### src/rtl/core/arpc_pkg.sv
`default_nettype none
package arpc_pkg;
   localparam logic [1:0] ACT_TICK = 2'd0;
   localparam logic [1:0] ACT_RECV = 2'd1;
   localparam logic [1:0] ACT_SEND = 2'd2;
   localparam logic [1:0] ACT_DROP = 2'd3;

   localparam logic [2:0] KIND_NONE    = 3'd0;
   localparam logic [2:0] KIND_FRAME   = 3'd1;
   localparam logic [2:0] KIND_REQUEST = 3'd2;
   localparam logic [2:0] KIND_REPLY   = 3'd3;
   localparam logic [2:0] KIND_RELEASE = 3'd4;

   localparam logic [15:0] ETHERTYPE_ARP = 16'h0806;
   localparam logic [15:0] ETHERTYPE_IP  = 16'h0800;
   localparam logic [15:0] OP_REQUEST    = 16'd1;
   localparam logic [15:0] OP_REPLY      = 16'd2;
   localparam logic [47:0] MAC_BROADCAST = 48'hFFFF_FFFF_FFFF;

   localparam logic CSR_LOCAL_IP = 1'b0;
   localparam logic CSR_TIMEOUT  = 1'b1;

   typedef struct packed {
      logic [1:0]  action;
      logic        is_request;
      logic [31:0] src_ip;
      logic [47:0] src_mac;
      logic [31:0] tgt_ip;
      logic [31:0] next_hop_ip;
      logic [15:0] protocol;
   } cmd_type;

   typedef struct packed {
      logic [2:0]  kind;
      logic [47:0] dst_mac;
      logic [31:0] ip_addr;
      logic [15:0] frame_protocol;
   } rsp_type;
endpackage
`default_nettype wire

### src/rtl/core/arp_cache_resolver.sv
// Channel  Handshake              Payload
// req      req_push / req_full    action, ARP header fields, next hop, protocol
// rsp      rsp_pop / rsp_empty    result kind, MAC, IP, ethertype
// csr      csr_valid / csr_ready  register index, write data
// A received header runs the age, pick and look sweeps and the done state before its result.
// A send runs the look sweep and the done state; a tick or rejected header is answered on acceptance.
// The table sweeps share one entry index counter in the back end.
// Reset is synchronous and clears the table valid bits at once.
// A full result register stalls the back end; the front queue holds two requests.
`default_nettype none
module arp_cache_resolver #(
   parameter int TABLE_ENTRIES = 16
) (
   input  wire logic        clock,
   input  wire logic        reset,
   input  wire logic        req_push,
   output logic             req_full,
   input  wire logic [1:0]  req_action,
   input  wire logic [15:0] req_hw_type,
   input  wire logic [15:0] req_pro_type,
   input  wire logic [7:0]  req_hw_len,
   input  wire logic [7:0]  req_pro_len,
   input  wire logic [15:0] req_opcode,
   input  wire logic [31:0] req_src_ip,
   input  wire logic [47:0] req_src_mac,
   input  wire logic [31:0] req_tgt_ip,
   input  wire logic [31:0] req_next_hop_ip,
   input  wire logic [15:0] req_protocol,
   output logic             rsp_empty,
   input  wire logic        rsp_pop,
   output logic [2:0]       rsp_result_kind,
   output logic [47:0]      rsp_dst_mac,
   output logic [31:0]      rsp_ip_addr,
   output logic [15:0]      rsp_frame_protocol,
   input  wire logic        csr_valid,
   output logic             csr_ready,
   input  wire logic        csr_index,
   input  wire logic [31:0] csr_data
);
   logic [31:0] local_ip_ff;
   logic [15:0] timeout_ff;
   logic cmd_valid, cmd_ready, rsp_valid;
   arpc_pkg::cmd_type cmd;
   arpc_pkg::rsp_type rsp;

   assign csr_ready = 1'b1;

   always_ff @(posedge clock) begin
      if (reset) begin
         local_ip_ff <= '0;
         timeout_ff  <= 16'd60;
      end else if (csr_valid) begin
         case (csr_index)
            arpc_pkg::CSR_LOCAL_IP: local_ip_ff <= csr_data;
            arpc_pkg::CSR_TIMEOUT:  timeout_ff  <= csr_data[15:0];
            default: ;
         endcase
      end
   end

   arpc_front u_front (
      .clock, .reset, .req_push, .req_full, .req_action, .req_hw_type, .req_pro_type,
      .req_hw_len, .req_pro_len, .req_opcode, .req_src_ip, .req_src_mac,
      .req_tgt_ip, .req_next_hop_ip, .req_protocol,
      .cmd_valid, .cmd_ready, .cmd
   );

   arpc_back #(.TABLE_ENTRIES(TABLE_ENTRIES)) u_back (
      .clock, .reset, .local_ip(local_ip_ff), .timeout_seconds(timeout_ff),
      .cmd_valid, .cmd_ready, .cmd,
      .rsp_valid, .rsp_taken(rsp_pop), .rsp
   );

   assign rsp_empty          = !rsp_valid;
   assign rsp_result_kind    = rsp.kind;
   assign rsp_dst_mac        = rsp.dst_mac;
   assign rsp_ip_addr        = rsp.ip_addr;
   assign rsp_frame_protocol = rsp.frame_protocol;
endmodule
`default_nettype wire

### src/rtl/core/arpc_front.sv
`default_nettype none
module arpc_front (
   input  wire logic            clock,
   input  wire logic            reset,
   input  wire logic            req_push,
   output logic                 req_full,
   input  wire logic [1:0]      req_action,
   input  wire logic [15:0]     req_hw_type,
   input  wire logic [15:0]     req_pro_type,
   input  wire logic [7:0]      req_hw_len,
   input  wire logic [7:0]      req_pro_len,
   input  wire logic [15:0]     req_opcode,
   input  wire logic [31:0]     req_src_ip,
   input  wire logic [47:0]     req_src_mac,
   input  wire logic [31:0]     req_tgt_ip,
   input  wire logic [31:0]     req_next_hop_ip,
   input  wire logic [15:0]     req_protocol,
   output logic                 cmd_valid,
   input  wire logic            cmd_ready,
   output arpc_pkg::cmd_type    cmd
);
   // Two-entry queue of classified commands; rejected headers become no-ops.
   arpc_pkg::cmd_type q_ff [2];
   arpc_pkg::cmd_type q_in;
   logic [1:0] cnt_ff;
   logic rd_ff, wr_ff;
   logic hdr_ok, push_ok, pop_ok;

   assign req_full  = (cnt_ff == 2'd2);
   assign cmd_valid = (cnt_ff != 2'd0);
   assign cmd       = q_ff[rd_ff];
   assign push_ok   = req_push && !req_full;
   assign pop_ok    = cmd_valid && cmd_ready;

   always_comb begin
      hdr_ok = (req_hw_type == 16'd1) && (req_pro_type == arpc_pkg::ETHERTYPE_IP) &&
               (req_hw_len == 8'd6) && (req_pro_len == 8'd4) &&
               ((req_opcode == arpc_pkg::OP_REQUEST) || (req_opcode == arpc_pkg::OP_REPLY));
      q_in.action      = req_action;
      if (req_action == arpc_pkg::ACT_RECV && !hdr_ok) begin
         q_in.action = arpc_pkg::ACT_DROP;
      end
      q_in.is_request  = (req_opcode == arpc_pkg::OP_REQUEST);
      q_in.src_ip      = req_src_ip;
      q_in.src_mac     = req_src_mac;
      q_in.tgt_ip      = req_tgt_ip;
      q_in.next_hop_ip = req_next_hop_ip;
      q_in.protocol    = req_protocol;
   end

   always_ff @(posedge clock) begin
      if (push_ok) begin
         q_ff[wr_ff] <= q_in;
      end
      if (reset) begin
         cnt_ff <= 2'd0;
         rd_ff  <= 1'b0;
         wr_ff  <= 1'b0;
      end else begin
         if (push_ok) wr_ff <= !wr_ff;
         if (pop_ok)  rd_ff <= !rd_ff;
         cnt_ff <= cnt_ff + {1'b0, push_ok} - {1'b0, pop_ok};
      end
   end
endmodule
`default_nettype wire

### src/rtl/core/arpc_back.sv
`default_nettype none
module arpc_back #(
   parameter int TABLE_ENTRIES = 16
) (
   input  wire logic            clock,
   input  wire logic            reset,
   input  wire logic [31:0]     local_ip,
   input  wire logic [15:0]     timeout_seconds,
   input  wire logic            cmd_valid,
   output logic                 cmd_ready,
   input  wire arpc_pkg::cmd_type cmd,
   output logic                 rsp_valid,
   input  wire logic            rsp_taken,
   output arpc_pkg::rsp_type    rsp
);
   localparam int IW = (TABLE_ENTRIES > 1) ? $clog2(TABLE_ENTRIES) : 1;
   localparam logic [IW:0] LAST = (IW+1)'(TABLE_ENTRIES - 1);

   localparam logic [2:0] ST_IDLE  = 3'd0;
   localparam logic [2:0] ST_AGE   = 3'd1;
   localparam logic [2:0] ST_PICK  = 3'd2;
   localparam logic [2:0] ST_LOOK  = 3'd3;
   localparam logic [2:0] ST_DONE  = 3'd4;

   logic [2:0]  state_ff, state_in;
   logic [IW:0] idx_ff, idx_in;
   arpc_pkg::cmd_type cur_ff;
   logic [TABLE_ENTRIES-1:0] valid_ff;
   logic [31:0] ip_ff [TABLE_ENTRIES];
   logic [47:0] mac_ff [TABLE_ENTRIES];
   logic [31:0] stamp_ff [TABLE_ENTRIES];
   logic [31:0] now_ff;
   logic        pend_ff;
   logic [31:0] pend_ip_ff;
   logic [15:0] pend_proto_ff;
   logic [IW-1:0] slot_ff;
   logic        free_ff;
   logic [31:0] worst_ff;
   logic        hit_ff;
   logic [IW-1:0] hit_idx_ff;
   logic [31:0] look_ip_ff;
   logic        rv_ff;
   arpc_pkg::rsp_type rsp_ff, rsp_in;

   logic [IW-1:0] ix;
   logic [31:0]   age;
   logic          last;
   logic [IW-1:0] pick;

   assign ix        = idx_ff[IW-1:0];
   assign age       = now_ff - stamp_ff[ix];
   assign last      = (idx_ff == LAST);
   assign cmd_ready = (state_ff == ST_IDLE) && !rv_ff;
   assign rsp_valid = rv_ff;
   assign rsp       = rsp_ff;

   // The entry examined in the last pick cycle still has to be weighed here.
   always_comb begin
      pick = slot_ff;
      if (!free_ff && (!valid_ff[ix] || ix == '0 || age > worst_ff)) begin
         pick = ix;
      end
   end

   always_comb begin
      state_in = state_ff;
      idx_in   = idx_ff + 1'b1;
      case (state_ff)
         ST_IDLE: begin
            idx_in = '0;
            if (cmd_valid && cmd_ready) begin
               case (cmd.action)
                  arpc_pkg::ACT_RECV: state_in = ST_AGE;
                  arpc_pkg::ACT_SEND: state_in = ST_LOOK;
                  default:            state_in = ST_IDLE;
               endcase
            end
         end
         ST_AGE:  if (last) begin state_in = ST_PICK; idx_in = '0; end
         ST_PICK: if (last) begin state_in = ST_LOOK; idx_in = '0; end
         ST_LOOK: if (last) state_in = ST_DONE;
         ST_DONE: state_in = ST_IDLE;
         default: state_in = ST_IDLE;
      endcase
   end

   always_comb begin
      rsp_in = '{arpc_pkg::KIND_NONE, 48'd0, 32'd0, 16'd0};
      if (cur_ff.action == arpc_pkg::ACT_SEND) begin
         if (hit_ff) begin
            rsp_in = '{arpc_pkg::KIND_FRAME, mac_ff[hit_idx_ff], cur_ff.next_hop_ip,
                       cur_ff.protocol};
         end else begin
            rsp_in = '{arpc_pkg::KIND_REQUEST, arpc_pkg::MAC_BROADCAST,
                       cur_ff.next_hop_ip, arpc_pkg::ETHERTYPE_ARP};
         end
      end else if (pend_ff && hit_ff) begin
         rsp_in = '{arpc_pkg::KIND_RELEASE, mac_ff[hit_idx_ff], pend_ip_ff, pend_proto_ff};
      end else if (cur_ff.is_request && cur_ff.tgt_ip == local_ip) begin
         rsp_in = '{arpc_pkg::KIND_REPLY, cur_ff.src_mac, cur_ff.src_ip,
                    arpc_pkg::ETHERTYPE_ARP};
      end
   end

   always_ff @(posedge clock) begin
      case (state_ff)
         ST_IDLE: begin
            cur_ff   <= cmd;
            free_ff  <= 1'b0;
            slot_ff  <= '0;
            worst_ff <= '0;
            hit_ff   <= 1'b0;
            look_ip_ff <= (cmd.action == arpc_pkg::ACT_SEND) ? cmd.next_hop_ip : pend_ip_ff;
         end
         ST_PICK: begin
            if (!free_ff) begin
               if (!valid_ff[ix]) begin
                  free_ff <= 1'b1;
                  slot_ff <= ix;
               end else if (ix == '0 || age > worst_ff) begin
                  worst_ff <= age;
                  slot_ff  <= ix;
               end
            end
         end
         ST_LOOK: begin
            if (!hit_ff && valid_ff[ix] && ip_ff[ix] == look_ip_ff) begin
               hit_ff     <= 1'b1;
               hit_idx_ff <= ix;
            end
         end
         default: ;
      endcase
      if (state_ff == ST_PICK && last) begin
         ip_ff[pick]  <= cur_ff.src_ip;
         mac_ff[pick] <= cur_ff.src_mac;
      end
      if (state_ff == ST_DONE) begin
         rsp_ff <= rsp_in;
      end else if (state_ff == ST_IDLE && cmd_valid && cmd_ready) begin
         rsp_ff <= '{arpc_pkg::KIND_NONE, 48'd0, 32'd0, 16'd0};
      end
      if (reset) begin
         state_ff      <= ST_IDLE;
         idx_ff        <= '0;
         valid_ff      <= '0;
         for (int i = 0; i < TABLE_ENTRIES; i++) stamp_ff[i] <= '0;
         now_ff        <= '0;
         pend_ff       <= 1'b0;
         pend_ip_ff    <= '0;
         pend_proto_ff <= '0;
         rv_ff         <= 1'b0;
      end else begin
         state_ff <= state_in;
         idx_ff   <= idx_in;
         if (state_ff == ST_IDLE && cmd_valid && cmd_ready) begin
            if (cmd.action == arpc_pkg::ACT_TICK) now_ff <= now_ff + 32'd1;
            if (cmd.action != arpc_pkg::ACT_RECV && cmd.action != arpc_pkg::ACT_SEND) begin
               rv_ff <= 1'b1;
            end
         end
         if (state_ff == ST_AGE && age > {16'd0, timeout_seconds}) valid_ff[ix] <= 1'b0;
         if (state_ff == ST_PICK && last) begin
            valid_ff[pick] <= 1'b1;
            stamp_ff[pick] <= now_ff;
         end
         if (state_ff == ST_DONE) begin
            rv_ff <= 1'b1;
            if (cur_ff.action == arpc_pkg::ACT_SEND) begin
               if (!hit_ff) begin
                  pend_ff       <= 1'b1;
                  pend_ip_ff    <= cur_ff.next_hop_ip;
                  pend_proto_ff <= cur_ff.protocol;
               end
            end else if (pend_ff && hit_ff) begin
               pend_ff <= 1'b0;
            end
         end
         if (rv_ff && rsp_taken) rv_ff <= 1'b0;
      end
   end
endmodule
`default_nettype wire
### config.mk
export PLATFORM = sky130hd
export DESIGN_NAME = arp_cache_resolver
export DESIGN_NICKNAME = d
export VERILOG_FILES = /design/src/rtl/core/arpc_pkg.sv /design/src/rtl/core/arp_cache_resolver.sv /design/src/rtl/core/arpc_front.sv /design/src/rtl/core/arpc_back.sv
export SDC_FILE = /design/constraint.sdc
export NUM_CORES = 2
export LEC_CHECK = 0
export BUFFER_PORTS_ARGS = -buffer_cell sky130_fd_sc_hd__clkbuf_2
export CAP_MARGIN = 30
export CORE_MARGIN = 5
export CORE_UTILIZATION = 35
export DETAILED_ROUTE_END_ITERATION = 10
export MAX_ROUTING_LAYER = met4
export PLACE_DENSITY_LB_ADDON = 0.12
export SKIP_CTS_REPAIR_TIMING = 1
export SLEW_MARGIN = 20
export SYNTH_ARGS = -nofsm -noshare
export SYNTH_HDL_FRONTEND = slang
export SYNTH_SLANG_ARGS = --single-unit
export TNS_END_PERCENT = 5
### constraint.sdc
create_clock -name clock -period 28.6 [get_ports clock]
set_clock_uncertainty 0.1 [all_clocks]
set_input_delay 0 -clock clock [delete_from_list [all_inputs] [get_ports clock]]
set_output_delay 0 -clock clock [all_outputs]
set_load 0.05 [all_outputs]
[After elaboration in Yosys (flattened, before gate mapping)]
Memories as Yosys holds them, arrays and structs flattened. A register that Yosys moved wholly into a read port is not among the register bits.
Index checks and enable logic that the tools add are counted.
Cells by class
  reductions and logical operators: 56
  mux-type cells: 61
  add/subtract/negate cells: 5
  equal/unequal tests: 30
  bitwise operators: 5
  $lt $le $gt $ge: 6
Operators with widths (count)
  $mux W99: 4
  $mux W98: 2
  $mux W32: 5
  $eq A32 B32 Y1: 2
  $pmux W32 S2: 1
  $mux W16: 3
  $add A32 B1 Y32 const B: 1
  $eq A16 B1 Y1 const B: 2
  $gt A32 B16 Y1: 1
  $gt A32 B32 Y1: 1
  $mux W4: 8
  $reduce_or A32 Y1: 1
  $sub A32 B32 Y32: 1
  $mux W1: 23
  $logic_and A1 B1 Y1: 21
  $and A16 B16 Y16: 1
  $eq A16 B12 Y1 const B: 1
  $eq A16 B2 Y1 const B: 1
  $eq A8 B3 Y1 const B: 2
  $not A16 Y16: 1
  $or A16 B16 Y16: 1
  $ne A2 B1 Y1 const B: 7
  $mux W3: 4
  $pmux W3 S4: 1
  32 further kinds: 68
Word-level totals
  RAM bits: 2118
  register bits: 494
  output and inout bits: 102
  memories: 4
  input bits: 264
  logic and storage cells: 197
Memories
  u_back.mac_ff: words 16, bits a word 48, read ports 1, clocked after Yosys merged registers in 1, write ports 1, line arpc_back.sv:30  | logic [47:0] mac_ff [TABLE_ENTRIES];
  u_back.ip_ff: words 16, bits a word 32, read ports 1, clocked after Yosys merged registers in 1, write ports 1, line arpc_back.sv:29  | logic [31:0] ip_ff [TABLE_ENTRIES];
  u_back.stamp_ff: words 16, bits a word 32, read ports 1, clocked after Yosys merged registers in 1, write ports 16, line arpc_back.sv:31  | logic [31:0] stamp_ff [TABLE_ENTRIES];
  u_front.q_ff: words 2, bits a word 163, read ports 1, clocked after Yosys merged registers in 1, write ports 1, line arpc_front.sv:23  | arpc_pkg::cmd_type q_ff [2];

[Longest topological paths before layout]
  word-level depth: 13
  depth in mapped cells: 32
  depth with buffers taken out: 21

[Modules after synthesis]
A second synthesis with hierarchy kept.
Second synthesis, totals
  cells, all modules: 5856
  area total of the unflattened synthesis: 106477.1 um2
By module, submodules not included
  arpc_back: cells each 5100, instances 1, seq. area each 66103.4 um2, area an instance 92254.7 um2
  arpc_front: cells each 558, instances 1, seq. area each 9889.5 um2, area an instance 12137.9 um2
  arp_cache_resolver: cells each 198, instances 1, seq. area each 960.9 um2, area an instance 2084.5 um2

[Worst setup path before layout]
OpenSTA, ideal clock, no wires.
  kind: register -> register
  from: register u_back.idx_ff[0]
  to: register u_back.valid_ff[11]
  library setup time: 90 ps
  arrival: 11190 ps
  stages on the path, launching flop included: 31
  setup slack: 17220 ps
  path buffers: 9
  clock period less this slack: 11380 ps
  data required time: 28410 ps
  path through: dfxtp_1 buf_6 buf_6 buf_6 buf_2 buf_2 buf_1 mux4_2 mux4_2 inv_1 ha_1 clkbuf_1 nand2_1 o21a_1 a2111o_1 a21oi_1 nor2_1 mux2_2 nor2_1 ha_1 a21o_1 a21o_1 a221oi_1 o211ai_1 a221o_1 o31a_1 buf_2 buf_2 mux2i_1 o21ai_0 a31oi_1
Between the ends
  cells in the longest elaborated chain, start to end: 13
  elaborated cells between the ends (all ways): 26
  classes of those cells: order compare (4); eq/ne (1); mux (10); bitwise (3); reduce/logical (8)
RTL lines
  start: declaration: line arpc_back.sv:26  | logic [IW:0] idx_ff, idx_in;
  start signal: assignment: line arpc_back.sv:155  | idx_ff <= idx_in;
  $bmux W1 S4: line arpc_back.sv:60  | if (!free_ff && (!valid_ff[ix] || ix == '0 || age > worst_ff)) begin
  $mux W1 (implied by the code): line arpc_back.sv:60
  $logic_not A1 Y1: line arpc_back.sv:60
  $logic_or A1 B1 Y1 (2 in series): line arpc_back.sv:60
  $logic_and A1 B1 Y1: line arpc_back.sv:60
  $mux W4: line arpc_back.sv:60
  $lt A4 B5 Y1 (implied by the code) / $ge A4 B1 Y1 (equally long branches): line arpc_back.sv:164  | valid_ff[pick] <= 1'b1;
  $logic_and A1 B1 Y1 (implied by the code): line arpc_back.sv:164
  $mux W1 (implied by the code): line arpc_back.sv:164
  $demux W1 S4
  $or A16 B16 Y16 (no source line)
  $mux W16 *: line arpc_back.sv:163  | if (state_ff == ST_PICK && last) begin
  end signal: assignment: line arpc_back.sv:146  | valid_ff <= '0;
  end signal: indexed assignment: line arpc_back.sv:162  | if (state_ff == ST_AGE && age > {16'd0, timeout_seconds}) valid_ff[ix] <= 1'b0;
  end signal: indexed assignment: line arpc_back.sv:164
  end: declaration: line arpc_back.sv:28  | logic [TABLE_ENTRIES-1:0] valid_ff;
Every way passes the cells marked *; elsewhere a longest branch is shown, timed or not. The select of a mux whose other input is x is not followed.
A chain may end at the register's enable or synchronous reset.

[Worst setup path in the final report]
  from: register u_back.idx_ff[1]
  to: memory u_back.ip_ff[15][29], enable pin
Between the ends
  cells in the longest elaborated chain, start to end: 7
  elaborated cells between the ends (all ways): 12
  classes of those cells: eq/ne (1); mux (5); reduce/logical (6)
RTL lines (line)
  $bmux W1 S4: arpc_back.sv:60
  $mux W1 (implied by the code): arpc_back.sv:60
  $logic_not A1 Y1: arpc_back.sv:60
  $logic_or A1 B1 Y1 (2 in series): arpc_back.sv:60
  $logic_and A1 B1 Y1: arpc_back.sv:60
  $mux W4: arpc_back.sv:60
  end: declaration: arpc_back.sv:29
Several ways; a longest one is shown, not always the timed one. The select of a mux whose other input is x is not followed.

==> run summary <==
Ranked by instance count, the synthesized netlist is headed by edfxtp_1 (2454), mux4_2 (564), nand2_1 (422). The clock transition at the registers of the reported paths is 0.06 ns. The global-route congestion overflow total was 0; the number of max-cap violations was 0.

The setup check on the worst reg-to-reg path leaves a slack of 18.29 ns. For this run, the leading register cell type out of synthesis is edfxtp_1. The tools report the number of remaining DRC errors as 0. Measured against its own limit, the worst slew margin works out to 28.84%. The family of cells with the greatest summed delay on the critical path was buffers and inverters. The initial utilization of the core area, before any placement, comes to 35.11%. The tightest min-delay check is of the input port to flip-flop type. Walking the worst path, the cells encountered are buf_4, buf_4, mux4_2, mux4_2, ha_1, fa_1, nand2b_1, a21oi_1, o21ai_0, o211ai_1, a221oi_1, xnor2_1, ha_1, and2_1, a221oi_1, o211ai_1, a221o_1, o31ai_4, buf_4, a21oi_1, nor2_4, buf_4, buf_4.

The data arrival time of the worst path was 10.69 ns. The run finished with clean final reports. After technology mapping, the gate count stands at 5938. The H-tree generated during clock tree synthesis spans 5 levels. In this run the worst setup path begins at u_back.idx_ff[1]. In this run the tool buffered the top-level ports with 364 buffer cells.

The post-layout utilization of the core came out at 42.03%. After detailed routing, the average wire length per cell comes to 27.74 µm. From bottom edge to top edge, the die measures 560.9 µm. Setup repair after global routing left no endpoint under its margin. Counting both buffers and inverters, the worst setup path holds a total of 5. Number of antenna violations at the first check in global routing: 18. The number of flops mapped to enable cells by yosys is 2454. For the maximum clock insertion buffer count, the log shows 4. Among all cell types in the netlist, the one instantiated most often is edfxtp_1. OpenSTA, run right after detailed placement, puts the worst setup slack at 18.21 ns. Number of library cell types mapped by synthesis: 71.

The root buffer cell was clkbuf_16. The cell with the most instances on the worst path is buf_4. The run gives 26680 as the filler cell count. Average cell area after synthesis: 17.89 µm². The later pin in the worst-skew pair is clocked with a latency of 0.92 ns.

The count of state elements after synthesis was 2617. The number of clock buffers added by TritonCTS is 295. The startpoint identified for the worst hold timing path is req_src_ip[4]. At the pin with the least slew margin, the transition time is 1.067 ns. The tools report the area of the die as 0.3146 mm².

Startpoint class of the critical path: a flip-flop. Category of the most critical setup path: flip-flop to flip-flop. Summed over all nets, the half-perimeter wirelength after detailed placement is 176.7 mm. The per-cell via count in the routed design was 5.219. The number of nets produced by synthesis is 6293. The routed design has 305.5 mm of wire. Sequential area share after synthesis: 72.45%.

Summed over all failing endpoints, the final setup total negative slack is 0 ns. The worst-path cell with the longest stage delay was dfxtp_4. Across all setup checks in the final design, the least slack found is 18.29 ns. The post-layout net count was 7144. The worst register-to-register path begins at u_back.idx_ff[1]. By area the synthesized netlist is led by edfxtp_1 (69%), mux4_2 (12%), dfxtp_1 (3.1%), and2_1 (2.2%), mux2_2 (2.1%).

After synthesis, the share of flip-flops with an asynchronous set or reset is 0%. The cell area that synthesis handed to floorplanning was 0.1062 mm². The logs give 202 for the site row count and 19.46% for the global router's overall resource usage. At the end of routability-driven placement, the weighted congestion stood at 0.8717.

The run gives 57490 as the via count. The delay of the slowest cell on the worst path was 0.89 ns. The areal power density over the cells is 85.58 mW/mm².

TritonCTS built the clock tree. From synthesis to final layout, the design area changed by 19.71%. After synthesis, the largest area contributor takes up 69.38% of total cell area. Required arrival time at the worst endpoint: 28.97 ns. Setup violations remaining at the end of the flow were counted as 0. The max-slew violation count was 0; the number of nets still failing antenna checks after routing was 0. The worst-case IR drop observed on VDD is 0.07986 mV. The final hold violation count was 0. The worst setup path is captured at a flip-flop. Based on the critical path, the design can be clocked at up to 96.97 MHz. The maximum number of pins on one net before global-route repair is 114, and the via count of the first global-routing pass is 58140. CTS saw 2617 sinks.

The count of TritonRoute iterations in the first routing pass is 8. The final critical path takes up 36.06% of the cycle. The fraction of final layout cells with drive strength greater than 1 is 24.65%, and the maximum fanout encountered on the critical timing path is 47. Clock period minus final worst setup slack: 10.31 ns. Measured along the x axis, the die boundary spans 560.9 µm. The design draws 10.88 mW. The cell type with the highest aggregate area in the netlist was edfxtp_1.

The count of boundary I/O pins is 366. The static leakage is 42.79 nW, and the DRC violation total after the first TritonRoute iteration is 4969. The first global-routing pass estimated 435.2 mm of wire. For this run, the number of Yosys warnings is 0. After floorplanning, the core was sized to cover 0.3025 mm².
[where the power goes]
| part | leakage [nW] | switching, mW | internal [mW] | total [mW] |
|---|---|---|---|---|
| combinational | 13.8 | 1.18 | 0.616 | 1.79 |
| clock | 4.53 | 1.56 | 2.13 | 3.69 |
| sequential | 24.5 | 0.448 | 4.95 | 5.39 |
[metal layers]
layer / vias to the layer above / wire [µm] / global-route usage (%) / share of wire (%)
met3: 447 / 14240 / 2.430 / 4.7
li1: 25040 / - / - / -
met2: 1483 / 153900 / 32.26 / 50
met4: 0 / 7384 / 4.589 / 2.4
met5: - / 0 / - / 0
met1: 30520 / 130000 / 25.74 / 43
[flip-flops by register name, indices dropped and copies added, names as in the netlist, 2 cells and up, named ones only]
signal                cells
u_back.worst_ff          32
u_back.idx_ff             5
u_back.now_ff            32
u_front.q_ff            326
u_back.hit_idx_ff         4
u_front.cnt_ff            2
u_back.state_ff           3
u_back.slot_ff            4
u_back.pend_proto_ff     16
u_back.pend_ip_ff        32
u_back.ip_ff            512
local_ip_ff              32
u_back.look_ip_ff        32
u_back.cur_ff           163
u_back.rsp               99
u_back.stamp_ff         512
timeout_ff               16
u_back.mac_ff           768
u_back.valid_ff          16
[logic make-up (layout without fill, tap and decap cells)]
kind of cell,Yosys count,in the layout,synth area share (%)
flip-flops,2617,2617,72.45
AND/OR/NAND/NOR,1324,1324,6.445
multiplexers,787,787,14.31
buffers and inverters,503,1591,1.871
AO/OA/AOI/OAI,495,495,2.850
XOR/XNOR,120,120,0.9895
adder cells (fa/ha/maj),91,91,1.079
other,1,12,0.003531
[worst paths after layout]
check,endpoint,cells after the start
worst min-delay path,u_front.q_ff[1][132],2
worst max register to register,u_back.ip_ff[15][29],23
worst max-delay path,u_back.ip_ff[15][29],23
worst min register to register,flip-flop,2
[stage by stage]
stage	hold slack (ns)	cells	cell area, µm²
after floorplan	-0.001131	5938	106200
after global placement	0.08996	10020	113100
after detailed placement	0.09257	10030	113300
after CTS	-0.9275	10560	122600
after global routing	0.008535	11010	127100
final	0.05427	11020	127100
[worst reg2reg max path: stages (launching register included)]
cell,delay [ns]
dfxtp_4,0.89
buf_4,0.87
buf_4,0.69
mux4_2,0.45
mux4_2,0.48
ha_1,0.23
fa_1,0.44
nand2b_1,0.18
a21oi_1,0.28
o21ai_0,0.28
o211ai_1,0.35
a221oi_1,0.15
xnor2_1,0.41
ha_1,0.34
and2_1,0.18
a221oi_1,0.37
o211ai_1,0.16
a221o_1,0.41
o31ai_4,0.24
buf_4,0.39
a21oi_1,0.33
nor2_4,0.14
buf_4,0.60
buf_4,0.89
[cell type report]
cell class / count / area, µm² / share of cell area [%]
diodes: 11 / 27.53 / 0.02165
flip-flops and latches: 2617 / 76990 / 60.55
repair buffers: 942 / 7537 / 5.928
clock buffers: 394 / 7949 / 6.252
multi-input cells: 2818 / 27810 / 21.87
well taps: 3978 / 4977 / 3.915
inverters: 115 / 439.2 / 0.3454
clock inverters: 140 / 1416 / 1.114
[placed cells by master (no fill, tap or decap), types with 13 or more instances in the layout]
| master | netlist | final |
|---|---|---|
| a22oi_1 | 33 | 33 |
| clkinv_2 | 0 | 25 |
| clkbuf_16 | 0 | 299 |
| nand4_1 | 30 | 30 |
| bufinv_16 | 0 | 18 |
| nand2_1 | 422 | 418 |
| and2_1 | 376 | 376 |
| nor3_1 | 59 | 56 |
| and3_1 | 153 | 151 |
| mux2_2 | 194 | 194 |
| a31oi_1 | 18 | 18 |
| buf_4 | 1 | 119 |
| a22o_1 | 13 | 13 |
| nor2_4 | 0 | 16 |
| clkinv_1 | 0 | 71 |
| o211ai_1 | 14 | 14 |
| clkbuf_2 | 1 | 363 |
| edfxtp_1 | 2454 | 2454 |
| dlygate4sd3_1 | 0 | 440 |
| xnor2_1 | 59 | 59 |
| dfxtp_1 | 163 | 154 |
| nand2b_1 | 21 | 15 |
| clkbuf_1 | 299 | 84 |
| a21oi_1 | 220 | 220 |
| xor2_1 | 61 | 61 |
| nor2b_1 | 21 | 19 |
| mux4_2 | 564 | 564 |
| nor4_1 | 29 | 29 |
| nor2_1 | 132 | 112 |
| o21ai_0 | 76 | 64 |
| a211oi_1 | 48 | 48 |
| a21o_1 | 24 | 24 |
| inv_1 | 115 | 113 |
| ha_1 | 90 | 89 |
| nand3_1 | 42 | 42 |
(Power assumes the default switching activity.)
